## config.mk

```make
export PLATFORM = sky130hd
export DESIGN_NAME = mdp_mac
export DESIGN_NICKNAME = d
export VERILOG_FILES = /design/src/rtl/mdp_pkg.sv /design/src/rtl/mdp_mac.sv
export SDC_FILE = /design/constraint.sdc
export NUM_CORES = 1
export LEC_CHECK = 0
export ABC_CLOCK_PERIOD_IN_PS = 10390
export BUFFER_PORTS_ARGS = -buffer_cell sky130_fd_sc_hd__buf_2
export CAP_MARGIN = 20
export CORE_UTILIZATION = 66
export CTS_BUF_LIST = sky130_fd_sc_hd__clkbuf_8
export DETAILED_ROUTE_END_ITERATION = 10
export PLACE_DENSITY = 0.85
export SLEW_MARGIN = 20
export SYNTH_ARGS = -nofsm -noshare
export SYNTH_HDL_FRONTEND = slang
export SYNTH_SLANG_ARGS = --single-unit
```

## constraint.sdc

```tcl
create_clock -name i_clk -period 10.39 [get_ports i_clk]
set_input_delay 2.078 -clock i_clk [delete_from_list [all_inputs] [get_ports i_clk]]
set_output_delay 2.078 -clock i_clk [all_outputs]
set_load 0.005 [all_outputs]
```

## src/rtl/mdp_pkg.sv

```systemverilog
// mdp_pkg: shared types, opcodes and default sizes for the matrix dot product engine
// no dependencies

package mdp_pkg;

    localparam int DATA_W = 32;
    localparam int IDX_W  = 4;
    localparam int OP_W   = 2;
    localparam int LEN_W  = 5;

    localparam int OUT_ROWS_DEF  = 16;
    localparam int OUT_COLS_DEF  = 16;
    localparam int INNER_LEN_DEF = 16;

    localparam logic [LEN_W-1:0] LEN_RESET = LEN_W'(16);

    localparam logic [OP_W-1:0] OP_LOAD_LEFT  = 2'd0;
    localparam logic [OP_W-1:0] OP_LOAD_RIGHT = 2'd1;
    localparam logic [OP_W-1:0] OP_COMPUTE    = 2'd2;

    typedef struct packed {
        logic [OP_W-1:0]          opcode;
        logic [IDX_W-1:0]         row_index;
        logic [IDX_W-1:0]         col_index;
        logic signed [DATA_W-1:0] elem_value;
    } t_in_item;

    typedef struct packed {
        logic signed [DATA_W-1:0] dot_value;
        logic [IDX_W-1:0]         out_row;
        logic [IDX_W-1:0]         out_col;
    } t_out_item;

    typedef struct packed {
        logic clear;
        logic load;
    } t_mac_ctl;

endpackage

```

## src/rtl/mdp_mac.sv

```systemverilog
// mdp_mac: registered multiply followed by a wrapping 32-bit accumulator
// depends on mdp_pkg

module mdp_mac (
    input  logic                     i_clk,
    input  logic                     i_rst_n,
    input  mdp_pkg::t_mac_ctl        i_ctl,
    input  logic [mdp_pkg::DATA_W-1:0] i_a,
    input  logic [mdp_pkg::DATA_W-1:0] i_b,
    output logic [mdp_pkg::DATA_W-1:0] o_acc,
    output logic                     o_busy
);
    import mdp_pkg::*;

    logic [DATA_W-1:0] r_prod;
    logic [DATA_W-1:0] n_prod;
    logic              r_prod_vld;
    logic [DATA_W-1:0] r_acc;

    // low word of the product is all that survives the wrap
    assign n_prod = i_a * i_b;

    always_ff @(posedge i_clk) begin
        if (!i_rst_n) begin
            r_prod_vld <= 1'b0;
        end else if (i_ctl.clear) begin
            r_prod_vld <= 1'b0;
        end else begin
            r_prod_vld <= i_ctl.load;
        end
    end

    always_ff @(posedge i_clk) begin
        if (i_ctl.load) begin
            r_prod <= n_prod;
        end
        if (i_ctl.clear) begin
            r_acc <= '0;
        end else if (r_prod_vld) begin
            r_acc <= r_acc + r_prod;
        end
    end

    assign o_acc  = r_acc;
    assign o_busy = r_prod_vld;

endmodule

```

# == Word-level counts from Yosys, hierarchy flattened ==
# Index checks and enable logic that the tools add are counted.
# Widths: inputs -> output; s select.
# totals
register_bits,65
in_bits,68
out_inout_bits,33
wordCells,7
# classes
n_addsub,1
n_mul,1
bitwise_logic,1
n_reduce_logical,1
# ops
op,count
$add 32x32->32,1
$mul 32x32->32,1
$reduce_or 2->1,1
$not 1->1,1

# == Depth between registers and ports, before layout ==
# Gate-level depths: netlist of run 1.
# depth
depth_word,2
ltp_mapped,27

# == Least setup slack after synthesis of run 1 ==
# Ideal clock, no wire load.
# synth_timing
path_kind,input to register
startpoint,input i_a[12] in the netlist's numbering
endpoint,"register r_prod[28], data pin"
arrival_ns,8.289
required_ns,10.132
path_slack_ns,1.844
cell_stages,26
path_cell_list,clkbuf_1 -> clkbuf_1 -> nand2_1 -> fa_1 -> inv_1 -> fa_1 -> inv_1 -> fa_1 -> fa_1 -> inv_1 -> fa_1 -> inv_1 -> fa_1 -> fa_1 -> fa_1 -> inv_1 -> ha_1 -> a21o_1 -> a21o_1 -> a21oi_1 -> o21ai_0 -> a21o_1 -> a31oi_1 -> o21bai_1 -> a21oi_1 -> xnor2_1
# synth_between
elab_chain_len,1
# synth_lines
item,line_no,text
"start, declared",mdp_mac.sv:8,"input logic [mdp_pkg::DATA_W-1:0] i_a,"
$mul 32x32->32,mdp_mac.sv:21,assign n_prod = i_a * i_b;
net n_prod[28],mdp_mac.sv:16,logic [DATA_W-1:0] n_prod;
"end signal, assigned",mdp_mac.sv:35,r_prod <= n_prod;
"end, declared",mdp_mac.sv:15,logic [DATA_W-1:0] r_prod;
# The timed path passes the listed nets, and every way through them passes these cells.
# A chain may end at the register's enable or synchronous reset.

# == Worst setup path in the final report of run 1 ==
# layout_timing
startpoint,input i_b[5] in the netlist's numbering
endpoint,"register r_prod[30], data pin"
# layout_between
elab_chain_len,1
# layout_lines
item,line_no,text
"start, declared",mdp_mac.sv:9,"input logic [mdp_pkg::DATA_W-1:0] i_b,"
$mul 32x32->32,mdp_mac.sv:21,
net n_prod[30],mdp_mac.sv:16,
# The timed path passes the listed nets, and every way through them passes these cells.

==> impl_metrics.py, run 1 <==
metrics = {
    "timing": {
        "drv_slew": 0,
        "holdWs_ns": 0.500,
        "maxSlewHeadroom": 0.466,
        "finalHoldViolations": 0,
        "fmax_mhz": 111,
        "worst_pin_slew_ns": 0.796,
        "fin_skew_ns": 0.0174,
        "grt_setup_unrepaired": "no",
        "min_period_ns": 8.98,
        "setup_viol": 0,
        "finalCritPeriodShare": 0.864,
        "tns_ns": 0,
    },
    "cts": {
        "numCtsBuffers": 9,
        "insertion_delay_ns": 0.34,
        "cts_resized": 0,
        "htreeDepth": 3,
        "clk_pin_slew_worst_paths_ns": 0.08,
        "clkSinkCount": 65,
        "root_buffer": "clkbuf_8",
        "cts.hold.buffers_added": 0,
        "cts_tree": "built",
        "postCtsSetupBuffers": 0,
        "clockBufferDepth": 2,
    },
    "final_layout": {
        "nFillCells": 2132,
        "nets": 2742,
        "diodes": 0,
        "fin_util": 0.697,
        "regArea_um2": 1620,
        "synthToLayoutAreaGrowth_pct": 4.05,
        "drive_gt1_frac": 0.0595,
        "multi_input_area_um2": 15700,
    },
    "yosys": {
        "netlist_area_um2": 19200,
        "synthesis.nets": 2727,
        "synth.distinct_cells": 61,
        "synth_edf_count": 32,
        "synth_flop_cell": "dfxtp_1",
        "ys_ff_latch": 65,
        "synth.top_cells.by_area": "fa_1 43%, ha_1 10%, and2_1 8.8%",
        "yosysTopAreaCellShare": 0.426,
        "yosys.area.top_type": "fa_1",
        "syn_inst": 2096,
        "ys_seq_area_frac": 0.0843,
        "synth_warnings": 0,
        "synthArstFlopShare": 0,
        "avgSynthCellArea_um2": 9.18,
    },
    "global_route": {
        "grt_pass1_wl_mm": 77.4,
        "antenna_found_initial": 1,
        "grt_usage": 0.330,
        "grt_pass1_vias": 15717,
        "grt_max_degree": 38,
        "grt_overflow": 0,
    },
    "setup_path": {
        "cpPeakStageDelay_ns": 0.54,
        "end_kind": "flop",
        "cp.arrival_ns": 9.06,
        "worstSetupPathType": "input pin to flop",
        "cp-start-kind": "input pin",
        "cpMostUsedCell": "fa_1",
        "critical_path_required_ns": 10.48,
        "crit_fanout": 27,
        "cpMaxStageDelayCell": "fa_1",
    },
    "detailed_routing": {
        "wirelength_mm": 47.5,
        "drc": 0,
        "first_pass_iters": 7,
        "vias": 14605,
        "ant_nets": 0,
        "wl_per_cell_um": 19.0,
        "drt-initial-drc-count": 1186,
        "avgViaCountPerCell": 5.84,
    },
    "place": {
        "io_buffers": 100,
        "dp_hpwl_mm": 37.8,
        "gp_congestion": 0.904,
    },
    "floorplanning": {
        "die-height_um": 173,
        "die-area_um2": 29800,
        "io_pins": 101,
        "fp.dieW_um": 173,
        "rows": 62,
        "start_util": 0.670,
        "core_area_um2": 28700,
    },
    "status": {
        "status": "finished clean",
    },
    "run": {
        "maxCapViolCount": 0,
    },
    "min_path": {
        "hp-class": "flop to flop",
    },
}
-- worst paths after layout --
| check | cells past startpoint | startpoint | end | slack (ns) |
|---|---|---|---|---|
| max | 25 | i_b[5] | r_prod[30]$_DFFE_PP_ | 1.41 |
| min reg2reg | 2 | o_acc[23]$_SDFFE_PP0P_ | o_acc[23]$_SDFFE_PP0P_ | 0.50 |
| max reg2reg | 12 | o_acc[0]$_SDFFE_PP0P_ | o_acc[30]$_SDFFE_PP0P_ | 7.18 |
| min | 2 | o_acc[23]$_SDFFE_PP0P_ | o_acc[23]$_SDFFE_PP0P_ | 0.50 |
-- cells in the final DEF, fill, tap and decap left out, types with 3 or more instances in the layout --
master      n
inv_1     412
fa_1      409
nand2_1   290
and2_1    272
ha_1      154
buf_2     100
xnor2_1    88
a21oi_1    53
nor2_1     46
dfxtp_1    33
edfxtp_1   32
o21ai_0    29
xor2_1     22
a21o_1     21
nor3_1     12
o21bai_1   12
mux2i_1    12
clkbuf_8   11
o21a_1     10
a211oi_1   10
a31oi_1     7
nor2b_1     7
nand4_1     6
o22ai_1     5
nand3_1     4
and3_1      4
or3_1       4
o211ai_1    3
o31ai_1     3
nand2b_1    3
-- routing by layer --
| metal | vias to the layer above | track usage | wire, um |
|---|---|---|---|
| met2 | 786 | 0.580 | 23600 |
| met4 | 0 | 0.164 | 2480 |
| met1 | 7284 | 0.409 | 17600 |
| li1 | 6337 | - | - |
| met3 | 198 | 0.0330 | 3850 |
| met5 | - | 0 | 0 |
-- worst max-delay path: cells and delay by family --
family	cells	cell delay, ns
AO/OA/AOI/OAI	8	1.63
XOR/XNOR	1	0.10
buffers and inverters	6	0.80
AND/OR/NAND/NOR	1	0.17
adder cells (fa/ha/maj)	9	4.27
-- registers in the layout, summed over array words and instances, names as in the netlist --
name	flops
o_acc	32
o_busy	1
r_prod	32
-- cells by family (layout without fill, tap and decap cells) --
logic type	Yosys count	in the layout	share of synthesized area
compound gates	177	177	0.0607
simple gates	660	660	0.171
buf+inv	508	528	0.101
fa+ha+maj	563	563	0.526
xor+xnor	110	110	0.0501
flops	65	65	0.0843
mux	13	13	0.00683
-- layout make-up --
class                           count  area share
Tap cell                          384      0.0240
Timing Repair Buffer              101      0.0254
Inverter                          411      0.0771
Multi-Input combinational cell   1523       0.783
Clock buffer                       11     0.00756
Sequential cell                    65      0.0810
Clock inverter                      5     0.00238
-- metrics by stage --
stage	worst slack, ns	std cells	instance area [um2]
global route	1.09	2500	20000
CTS	1.50	2500	20000
finish	1.41	2500	20000
global placement	1.42	2484	19800
detailed placement	1.14	2484	19800
floorplan	1.84	2096	19200
-- synth_stat cells (3+ instances only) --
master      n
mux2i_1    12
o21ai_0    29
nand4_1     6
inv_1     410
a211oi_1   10
nand2_1   290
clkbuf_8    3
xnor2_1    88
ha_1      154
o21a_1     10
and3_1      4
nor2b_1     7
a21o_1     21
or3_1       4
a31oi_1     7
o31ai_1     3
and2_1    272
clkbuf_1   91
o21bai_1   12
dfxtp_1    33
fa_1      409
nand3_1     4
o22ai_1     5
nor2_1     46
nor3_1     12
nand2b_1    3
edfxtp_1   32
a21oi_1    53
o211ai_1    3
xor2_1     22
Power of run 1 is left out: the tool's default activity adds up to more than one toggle a clock period on the data nets, which glitch-free logic cannot reach.
==> run 2, diff against run 1 <==
--- a/config.mk
+++ b/config.mk
@@ -12,6 +12,7 @@
 export CTS_BUF_LIST = sky130_fd_sc_hd__clkbuf_8
 export DETAILED_ROUTE_END_ITERATION = 10
 export PLACE_DENSITY = 0.85
+export REMOVE_ABC_BUFFERS = 1
 export SLEW_MARGIN = 20
 export SYNTH_ARGS = -nofsm -noshare
 export SYNTH_HDL_FRONTEND = slang
==> run 2 against run 1 <==
Net effect:
- worst hold slack improved by 0.0036 ns
- setup slack improved by 0.18 ns
- register-to-register slack improved by 0.03 ns
- count of clock-buffer cells in the layout decreased by 1
- critical path type unchanged
- critical endpoint is now r_prod[28]$_DFFE_PP_
- largest cell class unchanged
- highest routed layer is now met5
==> impl_metrics.py, run 2 (synthesis results as in run 1) <==
metrics = {
    "final_layout": {
        "final_area_um2": 20000,
        "nFillCells": 2212,
        "mostFrequentLayoutCell": "inv_1",
        "synthToLayoutAreaGrowth_pct": 4.16,
        "diodes": 0,
        "nets": 2743,
        "regArea_um2": 1620,
        "mostFrequentLayoutCells": "412 x inv_1, 409 x fa_1, 290 x nand2_1",
        "drive_gt1_frac": 0.0590,
        "multi_input_area_um2": 15700,
    },
    "run": {
        "maxCapViolCount": 0,
    },
    "detailed_routing": {
        "wirelength_mm": 46.8,
        "drt-initial-drc-count": 990,
        "wl_per_cell_um": 18.7,
        "vias": 14516,
        "first_pass_iters": 5,
        "drc": 0,
        "ant_nets": 0,
        "avgViaCountPerCell": 5.80,
    },
    "setup_path": {
        "r2r_cells": 12,
        "end_kind": "flop",
        "crit_chain": "buf_2 -> nand2_1 -> fa_1 -> fa_1 -> fa_1 -> fa_1 -> inv_1 -> fa_1 -> inv_1 -> fa_1 -> fa_1 -> fa_1 -> inv_1 -> ha_1 -> a21o_1 -> a21o_1 -> a21oi_1 -> o21ai_0 -> a21o_1 -> a31oi_1 -> o21bai_1 -> a21oi_1 -> xnor2_1",
        "crit_fanout": 30,
        "ff2ff_setup_slack_ns": 7.21,
        "worstReg2RegStart": "o_acc[0]$_SDFFE_PP0P_",
        "cp.arrival_ns": 8.89,
        "regToRegEndpoint": "o_acc[30]$_SDFFE_PP0P_",
        "cpPeakStageDelay_ns": 0.60,
        "worstSetupPathType": "input pin to flop",
        "cpMaxStageDelayCell": "fa_1",
        "cp-start-kind": "input pin",
        "critical_path_required_ns": 10.48,
        "cpMostUsedCell": "fa_1",
    },
    "cts": {
        "clockBufferDepth": 2,
        "insertion_delay_ns": 0.34,
        "cts_tree": "built",
        "clkSinkCount": 65,
        "cts.hold.buffers_added": 0,
        "cts_resized": 0,
        "root_buffer": "clkbuf_8",
        "numCtsBuffers": 9,
        "postCtsSetupBuffers": 0,
        "htreeDepth": 3,
        "clk_pin_slew_worst_paths_ns": 0.06,
    },
    "timing": {
        "holdWs_ns": 0.504,
        "setup_ws_ns": 1.59,
        "fmax_mhz": 114,
        "min_period_ns": 8.80,
        "drv_slew": 0,
        "finalHoldViolations": 0,
        "maxSlewHeadroom": 0.496,
        "finalCritPeriodShare": 0.847,
        "grt_setup_unrepaired": "no",
        "tns_ns": 0,
        "fin_skew_ns": 0.00782,
        "setup_viol": 0,
        "worst_pin_slew_ns": 0.756,
    },
    "floorplanning": {
        "die-height_um": 173,
        "fp.dieW_um": 173,
        "die-area_um2": 29800,
        "start_util": 0.670,
        "io_pins": 101,
        "rows": 62,
        "core_area_um2": 28700,
    },
    "status": {
        "status": "finished clean",
    },
    "global_route": {
        "grt_overflow": 0,
        "antenna_found_initial": 1,
        "grt_busiest_layer": "met2",
        "grt_max_degree": 38,
        "grt_use_met3": 0.0624,
        "grt_pass1_vias": 15858,
        "grt_usage": 0.332,
        "use_met2": 0.573,
        "use_met1": 0.407,
        "grt_pass1_wl_mm": 77.9,
    },
    "place": {
        "io_buffers": 100,
        "gp_congestion": 0.943,
        "dp_slack_ns": 1.33,
        "dp_hpwl_mm": 38.1,
        "placed_cell_area_um2": 19800,
    },
    "min_path": {
        "hold-path-endpoint": "o_acc[4]$_SDFFE_PP0P_",
        "holdPathStages": 2,
        "min-delay-start": "o_acc[4]$_SDFFE_PP0P_",
        "hp-class": "flop to flop",
    },
}
[run 2: cell types whose count changed in the layout (fill, tap and decap cells not counted), sizes merged]
cell	previous run	this run
buf	101	102
bufinv	1	2
clkbuf	11	10
[run 2: layer usage]
layer,up-vias,part of all wire
met5,-,0.00028
met4,2,0.042
met3,177,0.096
met2,754,0.49
met1,7236,0.37
li1,6347,-
[run 2: worst max path at each step]
stage | slack [ns] | to | from | cells after the start
floorplan | 2.24 | r_prod[28]$_DFFE_PP_ | i_b[5] | 23
global placement | 1.54 | r_prod[28]$_DFFE_PP_ | i_b[2] | 23
detailed placement | 1.33 | r_prod[30]$_DFFE_PP_ | i_b[2] | 23
CTS | 1.70 | r_prod[30]$_DFFE_PP_ | i_b[2] | 23
global route | 1.28 | r_prod[30]$_DFFE_PP_ | i_b[2] | 23
finish | 1.59 | r_prod[28]$_DFFE_PP_ | i_b[2] | 23
[run 2: critical path, delay by kind of cell]
family / cells / cell delay (ns)
AO/OA/AOI/OAI: 8 / 1.45
XOR/XNOR: 1 / 0.09
adder cells (fa/ha/maj): 9 / 4.40
buffers and inverters: 4 / 0.64
AND/OR/NAND/NOR: 1 / 0.19
[run 2: cell type report]
type,count,share of cell area
clock buffers,10,0.00687
clock inverters,6,0.00375
inverters,411,0.0770
multi-input cells,1523,0.782
flip-flops and latches,65,0.0809
well taps,384,0.0240
repair buffers,102,0.0257
[run 2: through the flow]
step | util | cells
floorplan | - | 1999
global placement | 0.691 | 2485
detailed placement | 0.691 | 2485
CTS | 0.698 | 2501
global route | 0.698 | 2501
finish | 0.698 | 2501
Power of run 2 is left out for the same reason.
==> run 3, diff against run 2 <==
--- a/config.mk
+++ b/config.mk
@@ -5,13 +5,13 @@
 export SDC_FILE = /design/constraint.sdc
 export NUM_CORES = 1
 export LEC_CHECK = 0
-export ABC_CLOCK_PERIOD_IN_PS = 10390
+export ABC_CLOCK_PERIOD_IN_PS = 7400
 export BUFFER_PORTS_ARGS = -buffer_cell sky130_fd_sc_hd__buf_2
 export CAP_MARGIN = 20
-export CORE_UTILIZATION = 66
+export CORE_UTILIZATION = 59
 export CTS_BUF_LIST = sky130_fd_sc_hd__clkbuf_8
 export DETAILED_ROUTE_END_ITERATION = 10
-export PLACE_DENSITY = 0.85
+export PLACE_DENSITY = 0.8
 export REMOVE_ABC_BUFFERS = 1
 export SLEW_MARGIN = 20
 export SYNTH_ARGS = -nofsm -noshare
==> constraint.sdc (replaced) <==
create_clock -name i_clk -period 7.4 [get_ports i_clk]
set_input_delay 1.48 -clock i_clk [delete_from_list [all_inputs] [get_ports i_clk]]
set_output_delay 1.48 -clock i_clk [all_outputs]
set_load 0.005 [all_outputs]
==> run 3 against run 2 <==
Net effect:
- the flow now finishes with violations (negative setup slack)
- register-to-register slack lost 3.0 ns
- core utilization grew 1.9 points
- worst hold slack lost 0.0018 ns
- final cell count grew 11%
- via count grew 6.4%
- cell area grew 14%
- global-route usage shrank 1.8 points
- wire length grew 15%
- non-clock buffer count grew 224
- count of clock-buffer cells in the layout is the same
- critical path type unchanged
- critical endpoint is now r_prod[31]$_DFFE_PP_
==> impl_metrics.py, run 3 (synthesis results as in run 1) <==
metrics = {
    "floorplanning": {
        "io_pins": 101,
        "start_util": 0.605,
        "die-height_um": 183,
        "fp.dieW_um": 183,
        "rows": 65,
        "die-area_um2": 33300,
        "core_area_um2": 31800,
    },
    "detailed_routing": {
        "wl_per_cell_um": 19.4,
        "first_pass_iters": 6,
        "wirelength_mm": 53.8,
        "avgViaCountPerCell": 5.56,
        "vias": 15441,
        "drt-initial-drc-count": 1046,
        "drc": 0,
        "ant_nets": 0,
    },
    "global_route": {
        "antenna_found_initial": 0,
        "grt_max_degree": 38,
        "grt_pass1_vias": 16363,
        "grt_pass1_wl_mm": 81.0,
        "grt_usage": 0.314,
        "grt_overflow": 0,
    },
    "setup_path": {
        "crit_fanout": 6,
        "cpPeakStageDelay_ns": 0.53,
        "cpMaxStageDelayCell": "fa_1",
        "cp-start-kind": "input pin",
        "worstSetupPathType": "input pin to flop",
        "cp_num_buf_inv": 6,
        "cp_top_family": "adder cells",
        "cp.arrival_ns": 7.65,
        "cpMostUsedCell": "fa_1",
        "end_kind": "flop",
        "critical_path_required_ns": 7.49,
    },
    "cts": {
        "clk_pin_slew_worst_paths_ns": 0.07,
        "htreeDepth": 3,
        "clkSinkCount": 65,
        "clockBufferDepth": 2,
        "root_buffer": "clkbuf_8",
        "insertion_delay_ns": 0.34,
        "numCtsBuffers": 9,
        "cts_tree": "built",
    },
    "status": {
        "violations": "negative setup slack",
        "status": "finished with violations",
    },
    "final_layout": {
        "synthToLayoutAreaGrowth_pct": 18.5,
        "fin_util": 0.717,
        "mostFrequentLayoutCells": "399 x inv_1, 378 x fa_1, 287 x nand2_1",
        "drive_gt1_frac": 0.193,
        "mostFrequentLayoutCell": "inv_1",
        "final_area_um2": 22800,
        "nets": 2967,
    },
    "timing": {
        "min_period_ns": 7.56,
        "setup_ws_ns": -0.164,
        "holdWs_ns": 0.502,
        "fmax_mhz": 132,
        "maxSlewHeadroom": 0.484,
        "worst_pin_slew_ns": 0.774,
        "finalHoldViolations": 0,
        "grt_setup_unrepaired": "yes",
        "setup_viol": 8,
        "fin_skew_ns": 0.00679,
        "drv_slew": 0,
        "finalCritPeriodShare": 1.02,
    },
    "place": {
        "io_buffers": 100,
        "dp_hpwl_mm": 43.3,
        "gp_congestion": 0.957,
        "placed_cell_area_um2": 21500,
    },
    "run": {
        "maxCapViolCount": 0,
    },
    "min_path": {
        "hp-class": "flop to flop",
    },
}
[run 3: cell count changes in the layout (fill, tap and decap cells not counted), moves of 7 or more]
cell	delta
ha_4	+20
ha_1	-21
a21oi_1	-7
inv_1	-13
fa_2	+31
and2_4	+12
fa_1	-31
buf_2	-28
and2_1	-12
buf_6	+19
inv_2	+13
buf_12	+20
buf_4	+200
[run 3: area by class of cell]
class / count / area [um2]
multi-input cells: 1523 / 16200
clock inverters: 6 / 27.5
clock buffers: 10 / 138
flip-flops and latches: 65 / 1620
inverters: 411 / 1540
diodes: 1 / 2.50
fillers: 2207 / 9000
repair buffers: 326 / 2740
well taps: 435 / 544
[run 3: layer usage]
metal,vias to the layer above,global-route usage,part of all wire
met5,-,0,0
met4,0,0.127,0.050
met3,198,0.0429,0.066
met2,716,0.570,0.51
met1,7735,0.374,0.37
li1,6792,-,-
[run 3: worst min-delay path, stage by stage, from the launching register on]
cell and delay [ns]:
dfxtp_1 0.33, nand2_1 0.07, a21oi_1 0.05
[run 3: repair_timing]
action                                  in CTS  in global routing
gates resized for setup                     95                104
cloned                                       0                  6
setup buffers                                5                 16
hold buffers                                 0                  0
endpoints found under the setup margin      10                 10
pin swaps                                   63                 74
[run 3: stage by stage]
step	std cells	setup TNS, ns	worst slack, ns
after floorplan	1999	-0.487	-0.153
after global placement	2733	-5.26	-0.581
after detailed placement	2733	-7.97	-0.824
after CTS	2754	0	0.00173
after global routing	2776	-1.76	-0.245
final	2777	-0.616	-0.164
[run 3: path summary, 6_finish.rpt]
check | startpoint | end | slack [ns] | cells after the start
worst max-delay path | i_b[2] | r_prod[31]$_DFFE_PP_ | -0.16 | 25
worst min-delay path | o_acc[4]$_SDFFE_PP0P_ | o_acc[4]$_SDFFE_PP0P_ | 0.50 | 2
worst max register to register | r_prod[0]$_DFFE_PP_ | o_acc[30]$_SDFFE_PP0P_ | 4.20 | 12
worst min register to register | o_acc[4]$_SDFFE_PP0P_ | o_acc[4]$_SDFFE_PP0P_ | 0.50 | 2
Power of run 3 is left out for the same reason.
